`src/sv/smlbu_pkg.sv`:
```
`default_nettype none

package smlbu_pkg;

  parameter int unsigned RstackDepth = 32;
  parameter int unsigned DataWidth   = 32;
  parameter int unsigned AddrWidth   = 16;

  parameter int unsigned FuncW    = 4;
  parameter int unsigned PortAddrW = 16;
  parameter int unsigned ValueW   = 32;
  parameter int unsigned DepthW   = 2;
  parameter int unsigned PopW     = 2;
  parameter int unsigned ErrW     = 2;
  parameter int unsigned InDataW  = 104;
  parameter int unsigned OutDataW = 24;

  typedef enum logic [3:0] {
    FUNC_JMP       = 4'd0,
    FUNC_JZ        = 4'd1,
    FUNC_JNZ       = 4'd2,
    FUNC_DO        = 4'd3,
    FUNC_PLUS_DO   = 4'd4,
    FUNC_MINUS_DO  = 4'd5,
    FUNC_LOOP      = 4'd6,
    FUNC_STEP_LOOP = 4'd7,
    FUNC_UNLOOP    = 4'd8,
    FUNC_OF        = 4'd9
  } func_e;

  typedef enum logic [1:0] {
    ERR_OK          = 2'd0,
    ERR_PARAM_UNDER = 2'd1,
    ERR_RET_OVER    = 2'd2,
    ERR_RET_UNDER   = 2'd3
  } err_e;

  typedef enum logic [1:0] {
    ST_IDLE,
    ST_EXEC,
    ST_PUSH
  } state_e;

  typedef struct packed {
    logic capture;
    logic exec;
    logic push_hi;
  } cmd_t;

  typedef struct packed {
    logic out_free;
    logic push_pend;
  } sts_t;

endpackage

`default_nettype wire

```
`src/sv/smlbu_ram.sv`:
```
`default_nettype none

module smlbu_ram #(
  parameter int unsigned WIDTH = 32,
  parameter int unsigned DEPTH = 32,
  localparam int unsigned AW   = (DEPTH > 1) ? $clog2(DEPTH) : 1
) (
  input  wire logic             clk_i,
  input  wire logic             we_i,
  input  wire logic [AW-1:0]    waddr_i,
  input  wire logic [WIDTH-1:0] wdata_i,
  input  wire logic [AW-1:0]    raddr_a_i,
  input  wire logic [AW-1:0]    raddr_b_i,
  output logic      [WIDTH-1:0] rdata_a_o,
  output logic      [WIDTH-1:0] rdata_b_o
);

  logic [WIDTH-1:0] mem_q [DEPTH];

  always_ff @(posedge clk_i) begin
    if (we_i) begin
      mem_q[waddr_i] <= wdata_i;
    end
    rdata_a_o <= mem_q[raddr_a_i];
    rdata_b_o <= mem_q[raddr_b_i];
  end

endmodule

`default_nettype wire

```
`src/sv/smlbu_dpath.sv`:
```
`default_nettype none

module smlbu_dpath #(
  parameter int unsigned RSTACK_DEPTH = smlbu_pkg::RstackDepth,
  parameter int unsigned DATA_WIDTH   = smlbu_pkg::DataWidth,
  parameter int unsigned ADDR_WIDTH   = smlbu_pkg::AddrWidth
) (
  input  wire logic                            clk_i,
  input  wire logic                            rst_ni,
  input  wire smlbu_pkg::cmd_t                 cmd_i,
  output smlbu_pkg::sts_t                      sts_o,
  input  wire logic [smlbu_pkg::FuncW-1:0]     in_user_i,
  input  wire logic [smlbu_pkg::InDataW-1:0]   in_data_i,
  output logic                                 out_valid_o,
  input  wire logic                            out_ready_i,
  output logic [smlbu_pkg::OutDataW-1:0]       out_data_o
);

  localparam int unsigned DW = DATA_WIDTH;
  localparam int unsigned AW = (ADDR_WIDTH < smlbu_pkg::PortAddrW) ? ADDR_WIDTH
                                                                   : smlbu_pkg::PortAddrW;
  localparam int unsigned CW = $clog2(RSTACK_DEPTH + 1);
  localparam int unsigned IW = (RSTACK_DEPTH > 1) ? $clog2(RSTACK_DEPTH) : 1;

  logic [smlbu_pkg::FuncW-1:0]      func_q;
  logic [smlbu_pkg::PortAddrW-1:0]  opaddr_q;
  logic [smlbu_pkg::PortAddrW-1:0]  target_q;
  logic signed [smlbu_pkg::ValueW-1:0] top_q;
  logic signed [smlbu_pkg::ValueW-1:0] second_q;
  logic [smlbu_pkg::DepthW-1:0]     depth_q;

  logic [CW-1:0] count_q, count_d;

  logic                          out_valid_q;
  logic [AW-1:0]                 next_q;
  logic [smlbu_pkg::PopW-1:0]    pops_q;
  smlbu_pkg::err_e               err_q;

  logic signed [DW-1:0] top, second, lim, idx_old, idx, step_v;
  logic [AW-1:0]        opaddr, tgt, skip, next;
  logic [smlbu_pkg::PopW-1:0] pops;
  smlbu_pkg::err_e      err;
  logic                 push, loop_wr, pop_pair, room, have_pair, is_step;
  logic                 out_free;

  logic          ram_we;
  logic [IW-1:0] ram_waddr, ram_raddr_a, ram_raddr_b;
  logic [DW-1:0] ram_wdata, ram_rdata_a, ram_rdata_b;

  always_ff @(posedge clk_i) begin
    if (cmd_i.capture) begin
      func_q   <= in_user_i;
      opaddr_q <= in_data_i[15:0];
      target_q <= in_data_i[31:16];
      top_q    <= in_data_i[63:32];
      second_q <= in_data_i[95:64];
      depth_q  <= in_data_i[97:96];
    end
  end

  assign top       = DW'(top_q);
  assign second    = DW'(second_q);
  assign lim       = $signed(ram_rdata_a);
  assign idx_old   = $signed(ram_rdata_b);
  assign opaddr    = opaddr_q[AW-1:0];
  assign tgt       = target_q[AW-1:0];
  assign skip      = opaddr + AW'(2);
  assign is_step   = (func_q == smlbu_pkg::FUNC_STEP_LOOP);
  assign step_v    = is_step ? top : DW'(1);
  assign idx       = idx_old + step_v;
  assign room      = ({1'b0, count_q} + (CW + 1)'(2)) <= (CW + 1)'(RSTACK_DEPTH);
  assign have_pair = (count_q >= CW'(2));

  always_comb begin
    next     = opaddr;
    pops     = '0;
    err      = smlbu_pkg::ERR_OK;
    push     = 1'b0;
    loop_wr  = 1'b0;
    pop_pair = 1'b0;
    case (func_q)
      smlbu_pkg::FUNC_JMP: begin
        next = tgt;
      end
      smlbu_pkg::FUNC_JZ, smlbu_pkg::FUNC_JNZ: begin
        next = skip;
        if (depth_q == 2'd0) begin
          err = smlbu_pkg::ERR_PARAM_UNDER;
        end else begin
          pops = 2'd1;
          if ((top == '0) == (func_q == smlbu_pkg::FUNC_JZ)) begin
            next = tgt;
          end
        end
      end
      smlbu_pkg::FUNC_DO, smlbu_pkg::FUNC_PLUS_DO, smlbu_pkg::FUNC_MINUS_DO: begin
        next = (func_q == smlbu_pkg::FUNC_DO) ? opaddr : skip;
        if (depth_q < 2'd2) begin
          err = smlbu_pkg::ERR_PARAM_UNDER;
        end else begin
          pops = 2'd2;
          if (!room) begin
            err = smlbu_pkg::ERR_RET_OVER;
          end else begin
            push = 1'b1;
            if (func_q == smlbu_pkg::FUNC_PLUS_DO && top >= second) begin
              next = tgt;
            end
            if (func_q == smlbu_pkg::FUNC_MINUS_DO && second >= top) begin
              next = tgt;
            end
          end
        end
      end
      smlbu_pkg::FUNC_LOOP, smlbu_pkg::FUNC_STEP_LOOP: begin
        next = skip;
        if (!have_pair) begin
          err = smlbu_pkg::ERR_RET_UNDER;
        end else if (is_step && depth_q == 2'd0) begin
          err = smlbu_pkg::ERR_PARAM_UNDER;
        end else begin
          pops    = is_step ? 2'd1 : 2'd0;
          loop_wr = 1'b1;
          if (!step_v[DW-1]) begin
            if (!(idx >= lim)) begin
              next = tgt;
            end
          end else if (!(lim >= idx)) begin
            next = tgt;
          end
        end
      end
      smlbu_pkg::FUNC_UNLOOP: begin
        next = opaddr;
        if (!have_pair) begin
          err = smlbu_pkg::ERR_RET_UNDER;
        end else begin
          pop_pair = 1'b1;
        end
      end
      smlbu_pkg::FUNC_OF: begin
        next = skip;
        if (depth_q < 2'd2) begin
          err = smlbu_pkg::ERR_PARAM_UNDER;
        end else if (top == second) begin
          pops = 2'd2;
        end else begin
          pops = 2'd1;
          next = tgt;
        end
      end
      default: begin
      end
    endcase
  end

  // return stack: limit below, index on top
  assign ram_raddr_a = IW'(count_q - CW'(2));
  assign ram_raddr_b = IW'(count_q - CW'(1));

  always_comb begin
    ram_we    = 1'b0;
    ram_waddr = IW'(count_q);
    ram_wdata = second;
    count_d   = count_q;
    if (cmd_i.push_hi) begin
      ram_we    = 1'b1;
      ram_waddr = IW'(count_q + CW'(1));
      ram_wdata = top;
      count_d   = count_q + CW'(2);
    end else if (cmd_i.exec) begin
      if (push) begin
        ram_we = 1'b1;
      end else if (loop_wr) begin
        ram_we    = 1'b1;
        ram_waddr = ram_raddr_b;
        ram_wdata = idx;
      end else if (pop_pair) begin
        count_d = count_q - CW'(2);
      end
    end
  end

  smlbu_ram #(
    .WIDTH (DW),
    .DEPTH (RSTACK_DEPTH)
  ) u_rstack (
    .clk_i     (clk_i),
    .we_i      (ram_we),
    .waddr_i   (ram_waddr),
    .wdata_i   (ram_wdata),
    .raddr_a_i (ram_raddr_a),
    .raddr_b_i (ram_raddr_b),
    .rdata_a_o (ram_rdata_a),
    .rdata_b_o (ram_rdata_b)
  );

  always_ff @(posedge clk_i or negedge rst_ni) begin
    if (!rst_ni) begin
      count_q     <= '0;
      out_valid_q <= 1'b0;
    end else begin
      count_q <= count_d;
      if (cmd_i.exec) begin
        out_valid_q <= 1'b1;
      end else if (out_ready_i) begin
        out_valid_q <= 1'b0;
      end
    end
  end

  always_ff @(posedge clk_i) begin
    if (cmd_i.exec) begin
      next_q <= next;
      pops_q <= pops;
      err_q  <= err;
    end
  end

  assign out_free        = !out_valid_q || out_ready_i;
  assign sts_o.out_free  = out_free;
  assign sts_o.push_pend = push;
  assign out_valid_o     = out_valid_q;
  assign out_data_o      = {4'b0000, err_q, pops_q, smlbu_pkg::PortAddrW'(next_q)};

  a_count_bound : assert property (@(posedge clk_i) disable iff (!rst_ni)
    {1'b0, count_q} <= (CW + 1)'(RSTACK_DEPTH))
    else $error("return count beyond stack depth");

  a_count_even : assert property (@(posedge clk_i) disable iff (!rst_ni)
    !count_q[0])
    else $error("return count holds a half pair");

  a_count_hold : assert property (@(posedge clk_i) disable iff (!rst_ni)
    (!cmd_i.exec && !cmd_i.push_hi) |=> $stable(count_q))
    else $error("return count moved without a command");

  a_exec_free : assert property (@(posedge clk_i) disable iff (!rst_ni)
    cmd_i.exec |-> (!out_valid_q || out_ready_i))
    else $error("result overwritten before taken");

endmodule

`default_nettype wire

```
`src/sv/smlbu_ctrl.sv`:
```
`default_nettype none

module smlbu_ctrl (
  input  wire logic             clk_i,
  input  wire logic             rst_ni,
  input  wire logic             in_valid_i,
  output logic                  in_ready_o,
  input  wire smlbu_pkg::sts_t  sts_i,
  output smlbu_pkg::cmd_t       cmd_o
);

  smlbu_pkg::state_e state_q, state_d;

  always_ff @(posedge clk_i or negedge rst_ni) begin
    if (!rst_ni) begin
      state_q <= smlbu_pkg::ST_IDLE;
    end else begin
      state_q <= state_d;
    end
  end

  always_comb begin
    state_d       = state_q;
    in_ready_o    = 1'b0;
    cmd_o.capture = 1'b0;
    cmd_o.exec    = 1'b0;
    cmd_o.push_hi = 1'b0;
    case (state_q)
      smlbu_pkg::ST_IDLE: begin
        in_ready_o = 1'b1;
        if (in_valid_i) begin
          cmd_o.capture = 1'b1;
          state_d       = smlbu_pkg::ST_EXEC;
        end
      end
      smlbu_pkg::ST_EXEC: begin
        if (sts_i.out_free) begin
          cmd_o.exec = 1'b1;
          state_d    = sts_i.push_pend ? smlbu_pkg::ST_PUSH : smlbu_pkg::ST_IDLE;
        end
      end
      smlbu_pkg::ST_PUSH: begin
        cmd_o.push_hi = 1'b1;
        state_d       = smlbu_pkg::ST_IDLE;
      end
      default: begin
        state_d = smlbu_pkg::ST_IDLE;
      end
    endcase
  end

  a_push_one : assert property (@(posedge clk_i) disable iff (!rst_ni)
    state_q == smlbu_pkg::ST_PUSH |=> state_q == smlbu_pkg::ST_IDLE)
    else $error("second push lasted more than one cycle");

  a_exec_wait : assert property (@(posedge clk_i) disable iff (!rst_ni)
    (state_q == smlbu_pkg::ST_EXEC && !sts_i.out_free) |=> state_q == smlbu_pkg::ST_EXEC)
    else $error("left execute while result stalled");

  a_push_cause : assert property (@(posedge clk_i) disable iff (!rst_ni)
    state_q == smlbu_pkg::ST_PUSH |->
      ($past(state_q) == smlbu_pkg::ST_EXEC && $past(sts_i.push_pend)))
    else $error("second push without a pushing word");

endmodule

`default_nettype wire

```
`src/sv/stack_machine_loop_branch_unit_core.sv`:
```
// Flow: an item is captured in idle and evaluated in execute, which waits while the output
// stalls; result valid is registered as it executes. Input is ready only in idle; DO, +DO and
// -DO that push add a push state for the second return-stack write on the one write port.
// Reset: asynchronous, active low; clears the return count (stack empty), the
// controller and the result valid; stack memory contents are not cleared.
`default_nettype none

module stack_machine_loop_branch_unit_core #(
  parameter int unsigned RSTACK_DEPTH = smlbu_pkg::RstackDepth,
  parameter int unsigned DATA_WIDTH   = smlbu_pkg::DataWidth,
  parameter int unsigned ADDR_WIDTH   = smlbu_pkg::AddrWidth
) (
  input  wire logic                            clk_i,
  input  wire logic                            rst_ni,
  input  wire logic                            s_axis_tvalid,
  output logic                                 s_axis_tready,
  // operand_addr, target, top_value, second_value, param_depth
  input  wire logic [smlbu_pkg::InDataW-1:0]   s_axis_tdata,
  // func
  input  wire logic [smlbu_pkg::FuncW-1:0]     s_axis_tuser,
  output logic                                 m_axis_tvalid,
  input  wire logic                            m_axis_tready,
  // next_addr, pop_count, error_code
  output logic [smlbu_pkg::OutDataW-1:0]       m_axis_tdata
);

  smlbu_pkg::cmd_t cmd;
  smlbu_pkg::sts_t sts;

  smlbu_ctrl u_ctrl (
    .clk_i      (clk_i),
    .rst_ni     (rst_ni),
    .in_valid_i (s_axis_tvalid),
    .in_ready_o (s_axis_tready),
    .sts_i      (sts),
    .cmd_o      (cmd)
  );

  smlbu_dpath #(
    .RSTACK_DEPTH (RSTACK_DEPTH),
    .DATA_WIDTH   (DATA_WIDTH),
    .ADDR_WIDTH   (ADDR_WIDTH)
  ) u_dpath (
    .clk_i       (clk_i),
    .rst_ni      (rst_ni),
    .cmd_i       (cmd),
    .sts_o       (sts),
    .in_user_i   (s_axis_tuser),
    .in_data_i   (s_axis_tdata),
    .out_valid_o (m_axis_tvalid),
    .out_ready_i (m_axis_tready),
    .out_data_o  (m_axis_tdata)
  );

endmodule

`default_nettype wire

```
`config.mk`:
```
export PLATFORM = sky130hd
export DESIGN_NAME = stack_machine_loop_branch_unit_core
export DESIGN_NICKNAME = d
export VERILOG_FILES = /design/src/sv/smlbu_pkg.sv /design/src/sv/smlbu_ram.sv /design/src/sv/smlbu_dpath.sv /design/src/sv/smlbu_ctrl.sv /design/src/sv/stack_machine_loop_branch_unit_core.sv
export SDC_FILE = /design/constraint.sdc
export NUM_CORES = 1
export LEC_CHECK = 0
export BUFFER_PORTS_ARGS = -buffer_cell sky130_fd_sc_hd__buf_2
export CELL_PAD_IN_SITES_DETAIL_PLACEMENT = 1
export CELL_PAD_IN_SITES_GLOBAL_PLACEMENT = 1
export CORE_MARGIN = 2
export CORE_UTILIZATION = 50
export CTS_BUF_LIST = sky130_fd_sc_hd__clkbuf_4 sky130_fd_sc_hd__clkbuf_8 sky130_fd_sc_hd__clkbuf_16
export DETAILED_ROUTE_END_ITERATION = 16
export GPL_ROUTABILITY_DRIVEN = 0
export PLACE_DENSITY_LB_ADDON = 0.1
export SYNTH_ARGS = -nofsm -noshare
export SYNTH_HDL_FRONTEND = slang
export SYNTH_SLANG_ARGS = --single-unit
```
`constraint.sdc`:
```
create_clock -name clk_i -period 13.4 [get_ports clk_i]
set_input_delay 0.67 -clock clk_i [delete_from_list [all_inputs] [get_ports clk_i]]
set_output_delay 0.67 -clock clk_i [all_outputs]
set_load 0.1 [all_outputs]
```
==> results of run 1 <==
==> layout by cell type (no fill, tap or decap), types with 8 or more instances in the layout <==
cell type	instances
nor3_1	24
and3_1	33
nand2b_1	11
xor2_1	18
a21o_1	29
clkbuf_16	122
edfxtp_1	1146
o21ai_0	29
o32a_1	13
and2_1	14
o21ai_1	18
a22oi_1	19
ha_1	98
xnor2_1	41
nand2_1	109
inv_1	90
nor2_1	53
buf_4	52
o21a_1	8
clkbuf_8	16
a21oi_1	61
a221oi_1	16
a22o_1	10
clkinv_1	21
o211ai_1	8
mux2i_1	17
bufinv_16	10
mux4_2	320
nand3_1	21
nand4_1	18
clkinv_2	19
nor4_1	12
clkbuf_4	27
buf_2	127
dfxtp_1	64
nor2b_1	11
nor2_4	32
==> layer usage <==
metal,GRT usage,wire (um),vias to the layer above
li1,-,-,10860
met1,0.3801,56230,13890
met2,0.4058,61700,976
met3,0.03124,7759,168
met4,0.06038,2406,0
met5,0,0,-
==> repair_timing <==
item	CTS	global route
hold buffers	1	0
hold endpoints to repair	8	0
endpoints found under the setup margin	0	0
==> worst min-delay path by stage <==
stage / slack (ns) / cells after the start / to / from
final: 0.13 / 1 / u_dpath.top[11]$_DFFE_PP_ / s_axis_tdata[43]
after global routing: 0.12 / 1 / u_dpath.second[16]$_DFFE_PP_ / s_axis_tdata[80]
after CTS: 0.09 / 1 / u_dpath.top[14]$_DFFE_PP_ / s_axis_tdata[46]
after detailed placement: 0.53 / 1 / u_dpath.next_q[0]$_DFFE_PP_ / u_dpath.opaddr[0]$_DFFE_PP_
after global placement: 0.52 / 1 / u_dpath.next_q[0]$_DFFE_PP_ / u_dpath.opaddr[0]$_DFFE_PP_
after floorplan: 0.37 / 0 / u_ctrl.state_q[0]$_DFFE_PN0P_ / rst_ni
==> cells in the mapped netlist (all sizes together), types with 25 or more instances <==
library cell  instances  area share
xnor2                42      0.0074
mux4                320        0.15
nor3                 25      0.0025
o21ai                49      0.0049
inv                  90      0.0068
edfxtp             1146        0.69
clkbuf               74      0.0056
ha                   99       0.025
and3                 33      0.0042
a21oi                63      0.0064
dfxtp                64       0.026
nor2                 88      0.0067
buf                  39      0.0039
nand2               110      0.0084
a21o                 29      0.0044
==> cell type report <==
type	count	area share
flip-flops and latches	1218	0.6381
multi-input cells	1142	0.2356
clock buffers	165	0.06178
well taps	1287	0.02862
repair buffers	182	0.01913
clock inverters	61	0.01079
inverters	90	0.006005
==> state kept, by name, indices dropped and copies added, names as in the netlist <==
name                        flops
u_dpath.u_rstack.mem_q       1024
u_dpath.depth_q                 2
u_dpath.pops_q                  2
u_dpath.opaddr                 16
u_dpath.count_q                 5
u_dpath.out_valid_o             1
u_dpath.second                 32
u_dpath.u_rstack.rdata_b_o     32
u_dpath.next_q                 16
u_ctrl.state_q                  2
u_dpath.target_q               16
u_dpath.top                    32
u_dpath.err_q                   2
u_dpath.u_rstack.rdata_a_o     32
u_dpath.func_q                  4
==> report_power, final <==
group / switching, uW / internal, uW / leakage (uW)
registers: 155 / 4410 / 0.0110
logic: 2000 / 1820 / 0.00587
clock network: 1430 / 2010 / 0.00204
total: 3590 / 8240 / 0.0189
==> cell families (layout without fill, tap and decap cells) <==
kind of cell	after synthesis	after routing
flip-flops	1218	1218
buffers and inverters	203	498
AO/OA/AOI/OAI	270	270
XOR/XNOR	61	61
AND/OR/NAND/NOR	366	366
other	1	4
adder cells (fa/ha/maj)	100	100
multiplexers	341	341
==> stage by stage <==
step                      hold WS [ns]  total power [uW]
after floorplan                 0.3744              7422
after global placement          0.5156              8397
after detailed placement        0.5309              8495
after CTS                      0.09078             11950
after global routing            0.1154             12330
final                           0.1272             11830
==> metrics, run 1 <==
outcome=finished, final reports clean; routed wire length=between 100000 and 150000 um; area of the multi-input gates=0.01326 mm2; vias per inst=6.247; main combinational cell family by area after synthesis=multiplexers; number of flops mapped to enable cells by yosys=1146; Slew @ Worst Pin=about 1.3 ns; Final min period=between 8 and 9 ns; final worst slack=roughly 5 ns; CTS tree=done; end-of-flow core utilization=0.5716; root buf cell=clkbuf_16; Avg WL per Cell=slightly above 30 um; Syn-to-layout area delta=13.38%; first-pass GRT wire length=between 150000 and 200000 um; asr flop ratio synth=0.006568; Finished Layout Cells=~4100; CTS buffer count=between 100 and 150; Rel. slew slack=0.1451; Crit path depth=26; CP endpoint kind=register; CP arrival=8.79 ns; FF-to-FF End=u_dpath.next_q[0]$_DFFE_PP_; clock buffer depth=3; final worst path period share=0.6221; dpl cells=approximately 4000; # port buffers=127; core footprint=0.09842 mm2; DR vias=25900; Setup violations, final=0; simple-gate portion of the synthesized area=0.03664; crit path max fanout=31; Slowest-stage cell, CP=mux2i_4; Reg2Reg Depth=26; pwr/cell area=210.2 mW/mm2; fmax=approximately 0.12 GHz; maximum VDD drop=~0.00018 V; I/O pins=approximately 140; cell row count=about 120; total of max-cap violations=0; compound-cell area share of the yosys netlist=0.03770; Critical Path Source Type=register; Initial Utilization=0.5042; RR Startpoint=u_dpath.func_q[1]$_DFFE_PP_; Leak=0.01890 uW; WS Path Type=reg2reg; Mapped Area=approximately 0.05 mm2; top_reg_cell synth=edfxtp_1; grt ovf=0; Chip Height=between 300 and 400 um; DPL Wire Length=about 73000 um; initial antenna violation count=3; ANT cells=0; router iterations before antenna repair=5; hold crit path type=in2reg; Sink Count=~1200; ratio of cells with drive above 1 in the final layout=0.2698; register-to-register path setup slack=approximately 5.1 ns; max-slew violations=0; CP Buf/Inv Count=2; Die X-Extent=319.0 um; Iter 0 DRT Violations=~2500; Synth Area in Adders=0.02537; vias in the first global route=27120; Setup Skew=approximately 0.025 ns; placed cell areas=~0.052 mm2; post-synthesis mux area share=0.1498; capture point of the worst path=u_dpath.next_q[0]$_DFFE_PP_; CTS HTree Levels=3; Mapped Cells=between 2000 and 3000; DIE AREA=approximately 0.10 mm2; Setup crit start=u_dpath.func_q[1]$_DFFE_PP_; Setup Buffers After CTS=0; register area share after synthesis=0.7233; RSZ-0062 raised after global routing=no; Seq. cell area=0.03590 mm2; pre-CTS setup slack=5.188 ns; Clock Latency Late Sink=between 0.7 and 0.8 ns; worst endpoint required time=13.85 ns; warnings from Yosys=0; Synth Area in XOR/XNOR=0.01077; post-route antenna net violation count=0; setup TNS=0 ns; GRT Overall Usage=0.2547; post-synthesis average cell area=19.38 um2; Final Cell Area=0.05626 mm2; Yosys cell types=74; post_cts resized=0; # DRC=0; FF+latch count, synth=approximately 1200; largest net degree at the start of global routing=88; Clk pin slew, worst setup/hold paths=about 0.07 ns; CP max stage delay=~0.87 ns; final-layout fill cell count=8544; Final Hold Fails=0; CP delay by family, top=compound AO/OA/AOI/OAI gates; nets=~3000
(Power assumes the default switching activity.)
==> inputs of run 2 (changes only) <==
==> constraint.sdc (replaced) <==
create_clock -name clk_i -period 8.3 [get_ports clk_i]
set_input_delay 0.415 -clock clk_i [delete_from_list [all_inputs] [get_ports clk_i]]
set_output_delay 0.415 -clock clk_i [all_outputs]
set_load 0.1 [all_outputs]
==> metrics, run 2 (synthesized netlist as in run 1, its figures left out) <==
Slew @ Worst Pin=~1.4 ns; DR vias=26460; Setup Skew=0.02265 ns; placed cell areas=0.05218 mm2; crit path max fanout=30; final worst path period share=0.9069; routed wire length=around 130000 um; leading cell types in the layout, fill and taps excluded=1146 x edfxtp_1, 320 x mux4_2, 127 x buf_2; Avg WL per Cell=about 31 um; RR Startpoint=u_dpath.func_q[1]$_DFFE_PP_; ANT cells=0; fmax=roughly 0.13 GHz; WHS Endpoint=u_dpath.out_valid_o$_DFFE_PN0P_; Clock Latency Late Sink=0.73 ns; Rel. slew slack=0.08198; I/O pins=about 140; largest net degree at the start of global routing=between 150 and 200; Die X-Extent=approximately 320 um; Clk pin slew, worst setup/hold paths=0.06 ns; RSZ-0062 raised after global routing=no; worst hold path cell count=3; P_int=between 10000 and 15000 uW; vias in the first global route=~28000; max FFs per register=around 1000; register-to-register path setup slack=between 0.7 and 0.8 ns; DIE AREA=a little over 0.1 mm2; clock network power share=0.294; initial antenna violation count=3; pwr/cell area=roughly 340 mW/mm2; post_cts resized=0; FF-to-FF End=u_dpath.next_q[0]$_DFFE_PP_; clock buffer depth=3; CTS tree=done; Reg2Reg Depth=25; Final Cell Area=approximately 0.057 mm2; Setup violations, final=0; WS Path Type=reg2reg; maximum VDD drop=about 0.00056 V; Initial Utilization=0.5042; max-slew violations=0; core footprint=~0.098 mm2; Final Hold Fails=0; vias per inst=~6.2; Chip Height=around 320 um; hold wc startpoint=m_axis_tready; final-layout fill cell count=between 8000 and 9000; ratio of cells with drive above 1 in the final layout=0.2605; Leak=a little under 0.02 uW; tightest hold margin=between 0.07 and 0.08 ns; worst endpoint required time=slightly below 9 ns; top register by number of flip-flops=u_dpath.u_rstack.mem_q; hold crit path type=in2reg; switching pwr=5904 uW; DPL Wire Length=about 74000 um; Sink Count=~1200; setup TNS=0 ns; most common cell after layout, fill and taps aside=edfxtp_1; nets=around 3100; CTS HTree Levels=3; Reg power frac=0.383; Critical Path Source Type=register; Iter 0 DRT Violations=approximately 2800; outcome=finished, final reports clean; GRT Overall Usage=0.2593; total of max-cap violations=0; cell row count=around 120; grt ovf=0; # DRC=0; # port buffers=127; CP arrival=8.00 ns; CP endpoint kind=register; first-pass GRT wire length=190800 um; Logic pwr share=0.323; Sw Ratio=0.3054; post-route antenna net violation count=0; router iterations before antenna repair=7; root buf cell=clkbuf_16; Final min period=~7.5 ns; CTS buffer count=around 120; Syn-to-layout area delta=15.70%
==> run 2: layer usage <==
metal | share of wire | GRT usage | up-vias
met3 | 0.066 | 0.04579 | 194
met4 | 0.026 | 0.06992 | 4
met5 | 0.00021 | 0 | -
met1 | 0.43 | 0.3738 | 14230
li1 | - | - | 11080
met2 | 0.48 | 0.4128 | 947
==> run 2: layout make-up <==
type | instances | area, um2 | area share
Sequential cell | 1218 | 35900 | 0.6253
Tap cell | 1287 | 1610 | 0.02805
Multi-Input combinational cell | 1142 | 13260 | 0.2309
Clock inverter | 77 | 887.1 | 0.01545
Inverter | 90 | 337.8 | 0.005884
Clock buffer | 150 | 3301 | 0.05749
Timing Repair Buffer | 287 | 2122 | 0.03696
==> run 2: worst max-delay path by stage <==
stage | start | endpoint | slack (ns) | cells past startpoint
after floorplan | u_dpath.func_q[0]$_DFFE_PP_ | u_dpath.next_q[1]$_DFFE_PP_ | 2.38 | 25
after global placement | u_dpath.func_q[1]$_DFFE_PP_ | u_dpath.next_q[0]$_DFFE_PP_ | 1.09 | 27
after detailed placement | u_dpath.func_q[1]$_DFFE_PP_ | u_dpath.next_q[0]$_DFFE_PP_ | 0.82 | 25
after CTS | u_dpath.func_q[1]$_DFFE_PP_ | u_dpath.next_q[0]$_DFFE_PP_ | 0.77 | 25
after global routing | u_dpath.func_q[1]$_DFFE_PP_ | u_dpath.next_q[0]$_DFFE_PP_ | 0.47 | 27
final | u_dpath.func_q[1]$_DFFE_PP_ | u_dpath.next_q[0]$_DFFE_PP_ | 0.77 | 25
==> run 2: power by group through the flow <==
stage / registers, uW / logic [uW] / clock network, uW
floorplan: 7420 / 4560 / 0
global placement: 7510 / 6090 / 0
detailed placement: 7520 / 6230 / 0
CTS: 7400 / 6300 / 5780
global route: 7420 / 6700 / 5990
finish: 7400 / 6240 / 5690
==> run 2: critical path, cell delays in order (launching register included) <==
cell and delay, ns:
edfxtp_1 0.56, nand2_1 0.20, nor2_2 0.14, buf_4 0.31, and3_1 0.22, ha_1 0.29, a21oi_1 0.17, o21ai_0 0.14
a32oi_1 0.30, a211oi_1 0.21, o311ai_1 0.46, o21ai_1 0.19, a221oi_1 0.38, mux2i_1 0.32, nand2_1 0.09, ha_1 0.31
nand4_2 0.17, nor4_4 0.41, o211ai_1 0.18, o221ai_2 0.22, mux2i_2 0.35, mux2i_4 0.52, buf_4 0.33, nand2b_1 0.16
nor4b_4 0.28, mux2_1 0.36
==> run 2: timing repair <==
item                                   CTS  global route
setup buffers                            0             0
endpoints found under the hold margin  111             0
hold buffers                           104             0
setup endpoints to repair                0             0
==> run 2: stage by stage <==
| step | utilization | std cells | total power, uW | worst slack [ns] |
|---|---|---|---|---|
| after floorplan | - | 2563 | 11980 | 2.382 |
| after global placement | 0.5302 | 3920 | 13600 | 1.088 |
| after detailed placement | 0.5302 | 3920 | 13750 | 0.8194 |
| after CTS | 0.5833 | 4251 | 19480 | 0.7668 |
| after global routing | 0.5833 | 4251 | 20110 | 0.4705 |
| final | 0.5833 | 4251 | 19330 | 0.7731 |
